===== src/rssp_pkg.sv =====
// ----------------------------------------------------------------------------
// rssp_pkg: shared definitions for the ramp-and-soak setpoint profile
// Payload types, field widths, register indexes, action and segment codes.
// ----------------------------------------------------------------------------
package rssp_pkg;

    localparam int DURATION_BITS_DEF = 16;
    localparam int TIME_BITS_DEF     = 32;
    localparam int TEMP_BITS_DEF     = 10;

    localparam int CFG_DATA_W  = 48;
    localparam int CFG_INDEX_W = 3;

    localparam int ACTION_W    = 2;
    localparam int SYS_TIME_W  = 32;
    localparam int SETPOINT_W  = 10;
    localparam int SEGMENT_W   = 3;
    localparam int ELAPSED_W   = 32;
    localparam int REMAIN_W    = 19;
    localparam int PEAK_W      = 10;

    localparam logic [CFG_INDEX_W-1:0] REG_FIRST_TEMP     = 3'd0;
    localparam logic [CFG_INDEX_W-1:0] REG_SECOND_TEMP    = 3'd1;
    localparam logic [CFG_INDEX_W-1:0] REG_THIRD_TEMP     = 3'd2;
    localparam logic [CFG_INDEX_W-1:0] REG_FIRST_HOLD     = 3'd3;
    localparam logic [CFG_INDEX_W-1:0] REG_SECOND_HOLD    = 3'd4;
    localparam logic [CFG_INDEX_W-1:0] REG_THIRD_HOLD     = 3'd5;
    localparam logic [CFG_INDEX_W-1:0] REG_RAMP_DURATIONS = 3'd6;

    localparam logic [ACTION_W-1:0] ACT_TIME  = 2'd0;
    localparam logic [ACTION_W-1:0] ACT_START = 2'd1;
    localparam logic [ACTION_W-1:0] ACT_STOP  = 2'd2;

    localparam logic [SEGMENT_W-1:0] SEG_HOLD1 = 3'd0;
    localparam logic [SEGMENT_W-1:0] SEG_RAMP1 = 3'd1;
    localparam logic [SEGMENT_W-1:0] SEG_HOLD2 = 3'd2;
    localparam logic [SEGMENT_W-1:0] SEG_RAMP2 = 3'd3;
    localparam logic [SEGMENT_W-1:0] SEG_HOLD3 = 3'd4;
    localparam logic [SEGMENT_W-1:0] SEG_RAMP3 = 3'd5;
    localparam logic [SEGMENT_W-1:0] SEG_DONE  = 3'd6;

    typedef struct packed {
        logic [ACTION_W-1:0]   action;
        logic [SYS_TIME_W-1:0] system_time;
    } in_item_t;

    typedef struct packed {
        logic [SETPOINT_W-1:0] setpoint;
        logic [SEGMENT_W-1:0]  segment;
        logic [ELAPSED_W-1:0]  elapsed;
        logic [REMAIN_W-1:0]   remaining;
        logic                  running;
        logic [PEAK_W-1:0]     peak_temp;
    } out_item_t;

endpackage


===== src/ramp_soak_setpoint_profile.sv =====
// ----------------------------------------------------------------------------
// ramp_soak_setpoint_profile: three-step ramp-and-soak setpoint generator
// Tracks time, start stamp and run flag; reports setpoint, segment, elapsed,
// remaining time and peak temperature for every input transfer.
// ----------------------------------------------------------------------------
// A transfer passes through load, a search of the six segments and setup;
// a running ramp segment then adds the bit-serial multiplier and restoring
// divider. The result is registered in the final state, which waits out an
// output stall; no new transfer is taken until the result is registered.
// Reset clears the run flag, both time stamps and all configuration registers.
module ramp_soak_setpoint_profile #(
    parameter int DURATION_BITS = rssp_pkg::DURATION_BITS_DEF,
    parameter int TIME_BITS     = rssp_pkg::TIME_BITS_DEF,
    parameter int TEMP_BITS     = rssp_pkg::TEMP_BITS_DEF
) (
    input  logic                             clk,
    input  logic                             rst_n,
    input  logic                             in_valid,
    output logic                             in_stall,
    input  rssp_pkg::in_item_t               in_data,
    output logic                             out_valid,
    input  logic                             out_stall,
    output rssp_pkg::out_item_t              out_data,
    input  logic                             cfg_we,
    input  logic [rssp_pkg::CFG_INDEX_W-1:0] cfg_index,
    input  logic [rssp_pkg::CFG_DATA_W-1:0]  cfg_data
);

    localparam int TB    = TEMP_BITS;
    localparam int DB    = DURATION_BITS;
    localparam int TW    = TIME_BITS;
    localparam int AW    = DB + 3;
    localparam int CW    = (TW > AW) ? TW : AW;
    localparam int PW    = TB + DB;
    localparam int RW    = 3 * DB;
    localparam int MAXC  = (DB > TB) ? DB : TB;
    localparam int CNT_W = $clog2(MAXC + 1);

    localparam int SP_FW  = rssp_pkg::SETPOINT_W;
    localparam int EL_FW  = rssp_pkg::ELAPSED_W;
    localparam int REM_FW = rssp_pkg::REMAIN_W;
    localparam int PK_FW  = rssp_pkg::PEAK_W;

    localparam logic [2:0] S_IDLE   = 3'd0;
    localparam logic [2:0] S_LOAD   = 3'd1;
    localparam logic [2:0] S_SEARCH = 3'd2;
    localparam logic [2:0] S_SETUP  = 3'd3;
    localparam logic [2:0] S_MUL    = 3'd4;
    localparam logic [2:0] S_DIV    = 3'd5;
    localparam logic [2:0] S_FIN    = 3'd6;

    localparam logic [2:0] LAST_IDX = 3'd5;

    logic [TB-1:0] first_temp_reg;
    logic [TB-1:0] second_temp_reg;
    logic [TB-1:0] third_temp_reg;
    logic [DB-1:0] first_hold_reg;
    logic [DB-1:0] second_hold_reg;
    logic [DB-1:0] third_hold_reg;
    logic [RW-1:0] ramp_dur_reg;

    logic          is_running_reg;
    logic [TW-1:0] start_stamp_reg;
    logic [TW-1:0] now_stamp_reg;

    logic [2:0]                 state_reg;
    logic [TW-1:0]              t_reg;
    logic [AW-1:0]              acc_reg;
    logic [2:0]                 idx_reg;
    logic                       found_reg;
    logic [rssp_pkg::SEGMENT_W-1:0] seg_reg;
    logic [DB-1:0]              pos_reg;
    logic [TB-1:0]              a_reg;
    logic [TB-1:0]              mag_reg;
    logic                       neg_reg;
    logic                       ramp_reg;
    logic [DB-1:0]              len_reg;
    logic [PW-1:0]              prod_reg;
    logic [CNT_W-1:0]           cnt_reg;

    logic                       out_valid_reg;
    rssp_pkg::out_item_t        out_data_reg;

    logic [DB-1:0] r1, r2, r3;
    logic [DB-1:0] len_sel;
    logic [AW-1:0] acc_next;
    logic [CW-1:0] t_ext;
    logic [CW-1:0] t_minus_acc;
    logic          hit;

    logic [TB-1:0] base_sel;
    logic [TB-1:0] target_sel;
    logic [DB-1:0] ramp_len_sel;
    logic          is_ramp_seg;

    logic [TB:0]   mul_sum;
    logic [PW-1:0] mul_next;
    logic [DB:0]   div_trial;
    logic [DB:0]   div_diff;
    logic          div_ge;
    logic [DB-1:0] div_rem;
    logic [PW-1:0] div_next;

    logic [TB-1:0] quot;
    logic [TB-1:0] sp_fin;
    logic [CW-1:0] total_ext;
    logic [CW-1:0] remain_full;
    logic [TB-1:0] peak;

    assign r1 = ramp_dur_reg[DB-1:0];
    assign r2 = ramp_dur_reg[2*DB-1:DB];
    assign r3 = ramp_dur_reg[3*DB-1:2*DB];

    assign in_stall  = (state_reg != S_IDLE);
    assign out_valid = out_valid_reg;
    assign out_data  = out_data_reg;

    always_comb
    begin
        case (idx_reg)
            rssp_pkg::SEG_HOLD1: len_sel = first_hold_reg;
            rssp_pkg::SEG_RAMP1: len_sel = r1;
            rssp_pkg::SEG_HOLD2: len_sel = second_hold_reg;
            rssp_pkg::SEG_RAMP2: len_sel = r2;
            rssp_pkg::SEG_HOLD3: len_sel = third_hold_reg;
            rssp_pkg::SEG_RAMP3: len_sel = r3;
            default:             len_sel = '0;
        endcase
    end

    assign acc_next    = acc_reg + AW'(len_sel);
    assign t_ext       = CW'(t_reg);
    assign t_minus_acc = t_ext - CW'(acc_reg);
    assign hit         = !found_reg && (t_ext < CW'(acc_next));

    always_comb
    begin
        base_sel     = '0;
        target_sel   = '0;
        ramp_len_sel = '0;
        is_ramp_seg  = 1'b0;
        case (seg_reg)
            rssp_pkg::SEG_HOLD1: base_sel = first_temp_reg;
            rssp_pkg::SEG_RAMP1:
            begin
                base_sel     = first_temp_reg;
                target_sel   = second_temp_reg;
                ramp_len_sel = r1;
                is_ramp_seg  = 1'b1;
            end
            rssp_pkg::SEG_HOLD2: base_sel = second_temp_reg;
            rssp_pkg::SEG_RAMP2:
            begin
                base_sel     = second_temp_reg;
                target_sel   = third_temp_reg;
                ramp_len_sel = r2;
                is_ramp_seg  = 1'b1;
            end
            rssp_pkg::SEG_HOLD3: base_sel = third_temp_reg;
            rssp_pkg::SEG_RAMP3:
            begin
                base_sel     = third_temp_reg;
                ramp_len_sel = r3;
                is_ramp_seg  = 1'b1;
            end
            default: base_sel = '0;
        endcase
    end

    // The product builds LSB first: one bit of the position per cycle.
    assign mul_sum  = {1'b0, prod_reg[PW-1:DB]} + (pos_reg[0] ? {1'b0, mag_reg} : '0);
    assign mul_next = {mul_sum, prod_reg[DB-1:1]};

    // Restoring division in place: the upper part holds the partial remainder
    // and quotient bits shift into the bottom.
    assign div_trial = {prod_reg[PW-1:TB], prod_reg[TB-1]};
    assign div_diff  = div_trial - {1'b0, len_reg};
    assign div_ge    = (div_trial >= {1'b0, len_reg});
    assign div_rem   = div_ge ? div_diff[DB-1:0] : div_trial[DB-1:0];
    assign div_next  = {div_rem, prod_reg[TB-2:0], div_ge};

    assign quot   = prod_reg[TB-1:0];
    assign sp_fin = ramp_reg ? (neg_reg ? (a_reg - quot) : (a_reg + quot)) : a_reg;

    assign total_ext   = CW'(acc_reg);
    assign remain_full = (total_ext > t_ext) ? (total_ext - t_ext) : '0;

    always_comb
    begin
        peak = first_temp_reg;
        if (second_temp_reg > peak)
        begin
            peak = second_temp_reg;
        end
        if (third_temp_reg > peak)
        begin
            peak = third_temp_reg;
        end
    end

    always_ff @(posedge clk or negedge rst_n)
    begin
        if (!rst_n)
        begin
            first_temp_reg  <= '0;
            second_temp_reg <= '0;
            third_temp_reg  <= '0;
            first_hold_reg  <= '0;
            second_hold_reg <= '0;
            third_hold_reg  <= '0;
            ramp_dur_reg    <= '0;
        end
        else if (cfg_we)
        begin
            case (cfg_index)
                rssp_pkg::REG_FIRST_TEMP:     first_temp_reg  <= cfg_data[TB-1:0];
                rssp_pkg::REG_SECOND_TEMP:    second_temp_reg <= cfg_data[TB-1:0];
                rssp_pkg::REG_THIRD_TEMP:     third_temp_reg  <= cfg_data[TB-1:0];
                rssp_pkg::REG_FIRST_HOLD:     first_hold_reg  <= cfg_data[DB-1:0];
                rssp_pkg::REG_SECOND_HOLD:    second_hold_reg <= cfg_data[DB-1:0];
                rssp_pkg::REG_THIRD_HOLD:     third_hold_reg  <= cfg_data[DB-1:0];
                rssp_pkg::REG_RAMP_DURATIONS: ramp_dur_reg    <= RW'(cfg_data);
                default: ;
            endcase
        end
    end

    always_ff @(posedge clk or negedge rst_n)
    begin
        if (!rst_n)
        begin
            state_reg       <= S_IDLE;
            is_running_reg  <= 1'b0;
            start_stamp_reg <= '0;
            now_stamp_reg   <= '0;
            out_valid_reg   <= 1'b0;
        end
        else
        begin
            if (out_valid_reg && !out_stall && (state_reg != S_FIN))
            begin
                out_valid_reg <= 1'b0;
            end
            case (state_reg)
                S_IDLE:
                begin
                    if (in_valid)
                    begin
                        case (in_data.action)
                            rssp_pkg::ACT_TIME:
                                now_stamp_reg <= TW'(in_data.system_time);
                            rssp_pkg::ACT_START:
                            begin
                                if (!is_running_reg)
                                begin
                                    start_stamp_reg <= now_stamp_reg;
                                    is_running_reg  <= 1'b1;
                                end
                            end
                            rssp_pkg::ACT_STOP:
                                is_running_reg <= 1'b0;
                            default: ;
                        endcase
                        state_reg <= S_LOAD;
                    end
                end
                S_LOAD:
                begin
                    t_reg     <= is_running_reg ? (now_stamp_reg - start_stamp_reg) : '0;
                    acc_reg   <= '0;
                    idx_reg   <= '0;
                    found_reg <= 1'b0;
                    seg_reg   <= rssp_pkg::SEG_DONE;
                    pos_reg   <= '0;
                    state_reg <= S_SEARCH;
                end
                S_SEARCH:
                begin
                    acc_reg <= acc_next;
                    if (hit)
                    begin
                        found_reg <= 1'b1;
                        seg_reg   <= idx_reg;
                        pos_reg   <= t_minus_acc[DB-1:0];
                    end
                    idx_reg <= idx_reg + 3'd1;
                    if (idx_reg == LAST_IDX)
                    begin
                        state_reg <= S_SETUP;
                    end
                end
                S_SETUP:
                begin
                    a_reg    <= is_running_reg ? base_sel : '0;
                    neg_reg  <= (target_sel < base_sel);
                    mag_reg  <= (target_sel < base_sel) ? (base_sel - target_sel)
                                                        : (target_sel - base_sel);
                    len_reg  <= ramp_len_sel;
                    ramp_reg <= is_running_reg && is_ramp_seg;
                    prod_reg <= '0;
                    cnt_reg  <= '0;
                    state_reg <= (is_running_reg && is_ramp_seg) ? S_MUL : S_FIN;
                end
                S_MUL:
                begin
                    prod_reg <= mul_next;
                    pos_reg  <= {1'b0, pos_reg[DB-1:1]};
                    if (cnt_reg == CNT_W'(DB - 1))
                    begin
                        cnt_reg   <= '0;
                        state_reg <= S_DIV;
                    end
                    else
                    begin
                        cnt_reg <= cnt_reg + CNT_W'(1);
                    end
                end
                S_DIV:
                begin
                    prod_reg <= div_next;
                    if (cnt_reg == CNT_W'(TB - 1))
                    begin
                        cnt_reg   <= '0;
                        state_reg <= S_FIN;
                    end
                    else
                    begin
                        cnt_reg <= cnt_reg + CNT_W'(1);
                    end
                end
                S_FIN:
                begin
                    if (!out_valid_reg || !out_stall)
                    begin
                        out_valid_reg          <= 1'b1;
                        out_data_reg.setpoint  <= SP_FW'(sp_fin);
                        out_data_reg.segment   <= seg_reg;
                        out_data_reg.elapsed   <= EL_FW'(t_reg);
                        out_data_reg.remaining <= REM_FW'(remain_full);
                        out_data_reg.running   <= is_running_reg;
                        out_data_reg.peak_temp <= PK_FW'(peak);
                        state_reg              <= S_IDLE;
                    end
                end
                default: state_reg <= S_IDLE;
            endcase
        end
    end

endmodule


===== config.mk =====
export PLATFORM = sky130hd
export DESIGN_NAME = ramp_soak_setpoint_profile
export DESIGN_NICKNAME = d
export VERILOG_FILES = /design/src/rssp_pkg.sv /design/src/ramp_soak_setpoint_profile.sv
export SDC_FILE = /design/constraint.sdc
export NUM_CORES = 1
export LEC_CHECK = 0
export BUFFER_PORTS_ARGS = -buffer_cell sky130_fd_sc_hd__buf_2
export CORE_ASPECT_RATIO = 1.75
export CORE_MARGIN = 3
export CORE_UTILIZATION = 50
export CTS_BUF_LIST = sky130_fd_sc_hd__clkbuf_8
export CTS_CLUSTER_SIZE = 40
export DETAILED_ROUTE_END_ITERATION = 7
export GPL_ROUTABILITY_DRIVEN = 0
export PLACE_DENSITY = 0.68
export SYNTH_ARGS = -nofsm -noshare
export SYNTH_HDL_FRONTEND = slang
export SYNTH_SLANG_ARGS = --single-unit
export TNS_END_PERCENT = 5

===== constraint.sdc =====
create_clock -name clk -period 6.1 [get_ports clk]
set_input_delay 0.915 -clock clk [delete_from_list [all_inputs] [get_ports clk]]
set_output_delay 0.915 -clock clk [all_outputs]
set_load 0.05 [all_outputs]

Yosys cells after proc, flatten, opt, wreduce, memory -nomap -nowiden
Index checks and enable logic that the tools add are counted.
{ "word_totals": {"in_bits": 90, "out_inout_bits": 77, "register_bits": 413, "word_cells": 158} }
{ "classes": {"bitwise_logic": 1, "n_lt_le_gt_ge": 6, "mux": 35, "n_reduce_logical": 40, "eq_ne": 33, "add_sub_neg": 12} }
{ "ops": {"columns": ["operator", "n"], "rows": [
  ["$pmux W16 S3", 2],
  ["$pmux W16 S6", 1],
  ["$pmux W26 S3", 1],
  ["$mux W10", 6],
  ["$pmux W19 S2", 1],
  ["$gt A19 B32 Y1", 1],
  ["$lt A32 B19 Y1", 1],
  ["$mux W16", 2],
  ["$sub A16 B16 Y16", 2],
  ["$sub A32 B32 Y32", 1],
  ["$eq A3 B3 Y1 const B", 10],
  ["$pmux W10 S3", 1],
  ["$sub A10 B10 Y10", 3],
  ["$eq A3 B2 Y1 const B", 8],
  ["$reduce_and A2 Y1", 11],
  ["$pmux W3 S7", 1],
  ["$gt A10 B10 Y1", 2],
  ["$pmux W10 S2", 1],
  ["$add A19 B16 Y19", 1],
  ["$sub A19 B19 Y19", 1],
  ["$mux W3", 6],
  ["$ge A17 B16 Y1", 1],
  ["$pmux W5 S3", 1],
  ["$reduce_and A3 Y1", 5],
  ["28 further kinds", 57]
]} }

Depth between registers and ports, before layout
{ "depth": {"depth_word": 7, "mapped_depth": 26, "mapped_depth_nobuf": 25} }

Worst setup path before layout
OpenSTA, ideal clock, no wires.
{ "synth_timing": {"kind": "reg-to-reg", "startpoint": "register idx_reg[2]", "endpoint": "register pos_reg[0] (enable)", "path_slack_ps": 653, "arrival_ps": 5167, "path_stages_with_launch": 21, "setup_ps": 280, "required_ps": 5820, "path_buffers": 3, "period_less_slack_ps": 5447, "cell_sequence": "edfxtp_1 -> clkbuf_1 -> buf_1 -> clkinv_1 -> ha_1 -> clkbuf_1 -> a222oi_1 -> nand2_1 -> ha_1 -> nand3_1 -> or2_2 -> a211oi_1 -> o31a_1 -> o21ai_0 -> xor2_1 -> ha_1 -> nand4_1 -> a211oi_1 -> a21oi_1 -> or4b_2 -> a21bo_2"} }
{ "synth_via": {"elab_chain_cells": 7, "elab_cells_between_ends": 12, "cone_classes": "add/sub: 1; order compare: 1; eq/ne: 6; mux: 1; reduce/logical: 3"} }
{ "synth_rtl": {"columns": ["element", "line", "text"], "rows": [
  ["start: declaration", "ramp_soak_setpoint_profile.sv:69", "logic [2:0] idx_reg;"],
  ["start signal: assignment", "ramp_soak_setpoint_profile.sv:286", "idx_reg <= idx_reg + 3'd1;"],
  ["$eq A3 B3 Y1 (tied with other cells)", "ramp_soak_setpoint_profile.sv:120", "case (idx_reg)"],
  ["$pmux W16 S6 (*)", "ramp_soak_setpoint_profile.sv:120", null],
  ["$add A19 B16 Y19 (*)", "ramp_soak_setpoint_profile.sv:131", "assign acc_next = acc_reg + AW'(len_sel);"],
  ["$lt A32 B19 Y1 (*)", "ramp_soak_setpoint_profile.sv:134", "assign hit = !found_reg && (t_ext < CW'(acc_next));"],
  ["$logic_and A1 B1 Y1 (*)", "ramp_soak_setpoint_profile.sv:134", null],
  ["$ne A2 B2 Y1 (no source line) (*)", null, null],
  ["$reduce_and A3 Y1 (no source line) (*)", null, null],
  ["end signal: assignment", "ramp_soak_setpoint_profile.sv:284", "pos_reg <= t_minus_acc[DB-1:0];"],
  ["end signal: assignment", "ramp_soak_setpoint_profile.sv:307", "pos_reg <= {1'b0, pos_reg[DB-1:1]};"],
  ["end: declaration", "ramp_soak_setpoint_profile.sv:72", "logic [DB-1:0] pos_reg;"]
]} }
Every way passes the cells marked *; elsewhere a longest branch is shown, timed or not.
A chain may end at the register's enable or synchronous reset.

Final worst setup path
{ "layout_timing": {"startpoint": "register idx_reg[2]", "endpoint": "register pos_reg[6] (enable)"} }
The elaborated chain is that of the path after synthesis.

==> results.py <==
metrics = {
    "sta": {
        "fin_crit_sh_pct": 90.8,
        "relSlewSlack_pct": 19.0,
        "worstMarginPinSlew_ns": 1.21,
        "slew_viol_final": 0,
        "setup_tns_ns": 0,
        "skew_ns": 0.0523,
        "setup_viol": 0,
        "finalHoldViolCount": 0,
        "period_minus_slack_ns": 5.54,
        "fmax_mhz": 181,
        "rsz0062_at_grt": "false",
    },
    "synthesis": {
        "syn_avg_cell_area_um2": 10.9,
        "synth_area_mm2": 0.0247,
        "synth_cells": 2272,
        "synth_edf_count": 218,
        "ys_async_sr_fraction_pct": 47.2,
        "yosysWarnings": 0,
        "yosysSeqAreaShare_pct": 46.2,
        "synth_seq_cells": 413,
        "syn-num-nets": 2557,
        "yosys_most_used_dff": "edfxtp_1",
        "synth.distinct_cells": 95,
    },
    "floorplan": {
        "coreArea_mm2": 0.0487,
        "num_io_pins": 167,
        "core.rowCount": 107,
        "start_util_pct": 50.7,
        "die_h_um": 300,
        "die_w_um": 174,
        "dieArea_mm2": 0.0522,
    },
    "global_route": {
        "grt_max_degree": 90,
        "grtUsageTotal_pct": 24.3,
        "grt_overflow": 0,
        "grt_pass1_wl_um": 100000,
        "grt_antenna_before_repair": 6,
        "grt_pass1_vias": 18700,
    },
    "cts": {
        "path_clk_slew_ns": 0.06,
        "cts_buffer_depth": 3,
        "cts_hold_buffers": 0,
        "cts_root_buf": "clkbuf_8",
        "cts_tree": "yes",
        "postCtsSetupRepairBufs": 0,
        "h-tree-depth": 2,
        "clk_latency_ns": 0.66,
        "cts_inserted_buffers": 60,
        "cts_sinks": 413,
        "cts.repair.resized": 0,
    },
    "route": {
        "wl_per_cell_um": 20.5,
        "route.detailed.drc": 0,
        "routed_wl_um": 64500,
        "vias_per_cell": 5.73,
        "dr.first_iter.drc_count": 1071,
        "num_vias": 18000,
        "dr.pass1.iters": 7,
        "ant_nets": 0,
    },
    "worst_setup_path": {
        "critical_path.endpoint_type": "flop",
        "slowest_stage": "or4b_2",
        "crit_buf_inv": 2,
        "reg2reg_slack_ns": 0.56,
        "worstPathRequired_ns": 6.43,
        "cp_max_fo": 16,
        "timing.rr.end": "pos_reg[6]$_DFFE_PP_",
        "arrival_ns": 5.86,
        "regToRegStartpoint": "idx_reg[2]$_SDFFCE_PN0P_",
        "reg2reg_depth": 20,
        "slowest_delay_ns": 0.68,
        "cp_cell_sequence": "clkinv_1, ha_1, a21oi_1, o21ai_0, ha_1, inv_1, fa_1, nor2b_1, o21ai_0, a21o_1, a211oi_1, o31a_1, o21ai_0, xor2_1, ha_1, nand4_1, a211oi_1, a21oi_1, or4b_2, a21bo_2",
        "crit_family": "compound AO/OA/AOI/OAI gates",
        "critPathKind": "flop to flop",
        "cp-start-kind": "flop",
    },
    "power": {
        "p_total_mw": 13.0,
        "cellLeakagePower_nw": 12.1,
        "irDropWorstVdd_v": 0.000373,
        "pwr_density_cell_mw_per_mm2": 474,
    },
    "cells_and_area": {
        "largest_register_ffs": 75,
        "fillers": 4273,
        "drive_above_1_share_pct": 21.7,
        "num-nets-final": 2721,
        "area.growth.synth_to_final_pct": 10.8,
    },
    "run": {
        "drv_cap": 0,
    },
    "place": {
        "numPortBuffers": 166,
        "dpl.hpwl_um": 49500,
    },
    "outcome": {
        "status": "complete, no violations",
    },
    "hold_path": {
        "hold_class": "primary input to async pin",
    },
}
[cells in the mapped netlist (17+ instances only)]
library cell | count | area share (%)
xnor2_1 | 58 | 2.1
mux2i_1 | 60 | 2.4
nor3_1 | 26 | 0.53
nor2b_1 | 34 | 0.86
o21ai_0 | 131 | 2.7
xor2_1 | 46 | 1.6
nor2_1 | 144 | 2.2
a21o_1 | 64 | 1.9
and2_1 | 32 | 0.81
a21oi_1 | 112 | 2.3
nand2_1 | 177 | 2.7
dfrtp_1 | 195 | 20
mux2_2 | 213 | 9.7
nand4_1 | 17 | 0.43
nand2b_1 | 26 | 0.66
ha_1 | 186 | 9.4
edfxtp_1 | 218 | 26
clkbuf_1 | 54 | 0.82
nand3_1 | 23 | 0.47
inv_1 | 165 | 2.5
[layout by cell type (no fill, tap or decap), types with 6 or more instances in the layout]
master	n
a31oi_1	12
buf_2	165
o21ai_0	131
o21a_1	15
fa_1	9
o31ai_1	8
a22o_1	6
clkbuf_8	67
edfxtp_1	218
nor2b_1	34
nor2_2	10
mux2i_1	60
nand2_1	177
a22oi_1	8
ha_1	186
a21o_1	64
nand4_1	17
nor2_1	142
nor3_1	25
or2_2	8
xor2_1	46
o22ai_1	13
nand3_1	23
o21ai_1	7
a222oi_1	11
mux2_2	213
and2_1	32
or3_1	7
o21bai_1	12
a221oi_1	13
dfrtp_1	195
xnor2_1	58
clkinv_1	11
inv_1	185
a211oi_1	12
o211ai_1	9
buf_4	27
nand2b_1	26
clkinv_2	7
a21oi_1	111
[worst max path at each step]
stage          cells after the start                    to                      from  slack, ns
2_1_floorplan                     20  pos_reg[0]$_DFFE_PP_  idx_reg[2]$_SDFFCE_PN0P_       0.65
3_3_place_gp                      17  pos_reg[4]$_DFFE_PP_  idx_reg[2]$_SDFFCE_PN0P_       0.90
3_5_place_dp                      20  pos_reg[5]$_DFFE_PP_  idx_reg[2]$_SDFFCE_PN0P_       0.70
4_1_cts                           20  pos_reg[3]$_DFFE_PP_  idx_reg[2]$_SDFFCE_PN0P_       0.63
5_1_grt                           22  pos_reg[3]$_DFFE_PP_  idx_reg[1]$_SDFFCE_PN0P_       0.16
6_report                          20  pos_reg[6]$_DFFE_PP_  idx_reg[2]$_SDFFCE_PN0P_       0.56
[metrics by stage]
stage | cells | hold slack, ns | util [%] | area (um^2) | worst slack, ns
2_1_floorplan | 2272 | 0.417 | - | 24700 | 0.653
3_3_place_gp | 3028 | 0.429 | 53.7 | 26100 | 0.904
3_5_place_dp | 3028 | 0.437 | 53.7 | 26100 | 0.705
4_1_cts | 3139 | 0.233 | 56.2 | 27400 | 0.633
5_1_grt | 3141 | 0.245 | 56.2 | 27400 | 0.155
6_report | 3142 | 0.246 | 56.2 | 27400 | 0.564
[routing by layer]
layer	global-route usage, %	vias up	part of all wire (%)
met2	46.8	499	55
met5	0	-	0.046
met3	2.92	245	3.6
met4	17.1	6	8.0
met1	23.6	8749	34
li1	-	8496	-
[logic make-up (layout without fill, tap and decap cells)]
logic type	after synthesis	count (layout)	share of synthesized area (%)
AO/OA/AOI/OAI	478	478	12.5
XOR/XNOR	105	105	3.75
adder cells (fa/ha/maj)	195	195	10.1
buffers and inverters	258	471	4.42
flip-flops	413	413	46.2
multiplexers	273	273	12.1
other	0	3	0
AND/OR/NAND/NOR	550	550	10.8
[layout make-up]
class	count	area, um^2	area share [%]
clock inverters	45	313	1.14
diodes	3	7.51	0.0274
inverters	167	627	2.29
well taps	654	818	2.99
repair buffers	193	1040	3.81
flip-flops and latches	413	11400	41.7
clock buffers	66	908	3.32
multi-input cells	1601	12200	44.7
[worst register-to-register path: cells and delay by family, from the launching register on]
kind | cells | cell delay (ns)
buf+inv | 2 | 0.25
simple gates | 3 | 0.92
flops | 1 | 0.41
compound gates | 10 | 1.91
xor+xnor | 1 | 0.18
fa+ha+maj | 4 | 1.54
[power breakdown]
group	leakage, nW	total (mW)	switching, mW	internal, mW
Combinational	7.03	6.38	3.72	2.67
Clock	0.695	2.25	1.08	1.17
Sequential	4.41	4.35	0.560	3.79
Total	12.1	13.0	5.36	7.63
Power figures use the tool's default switching activity.
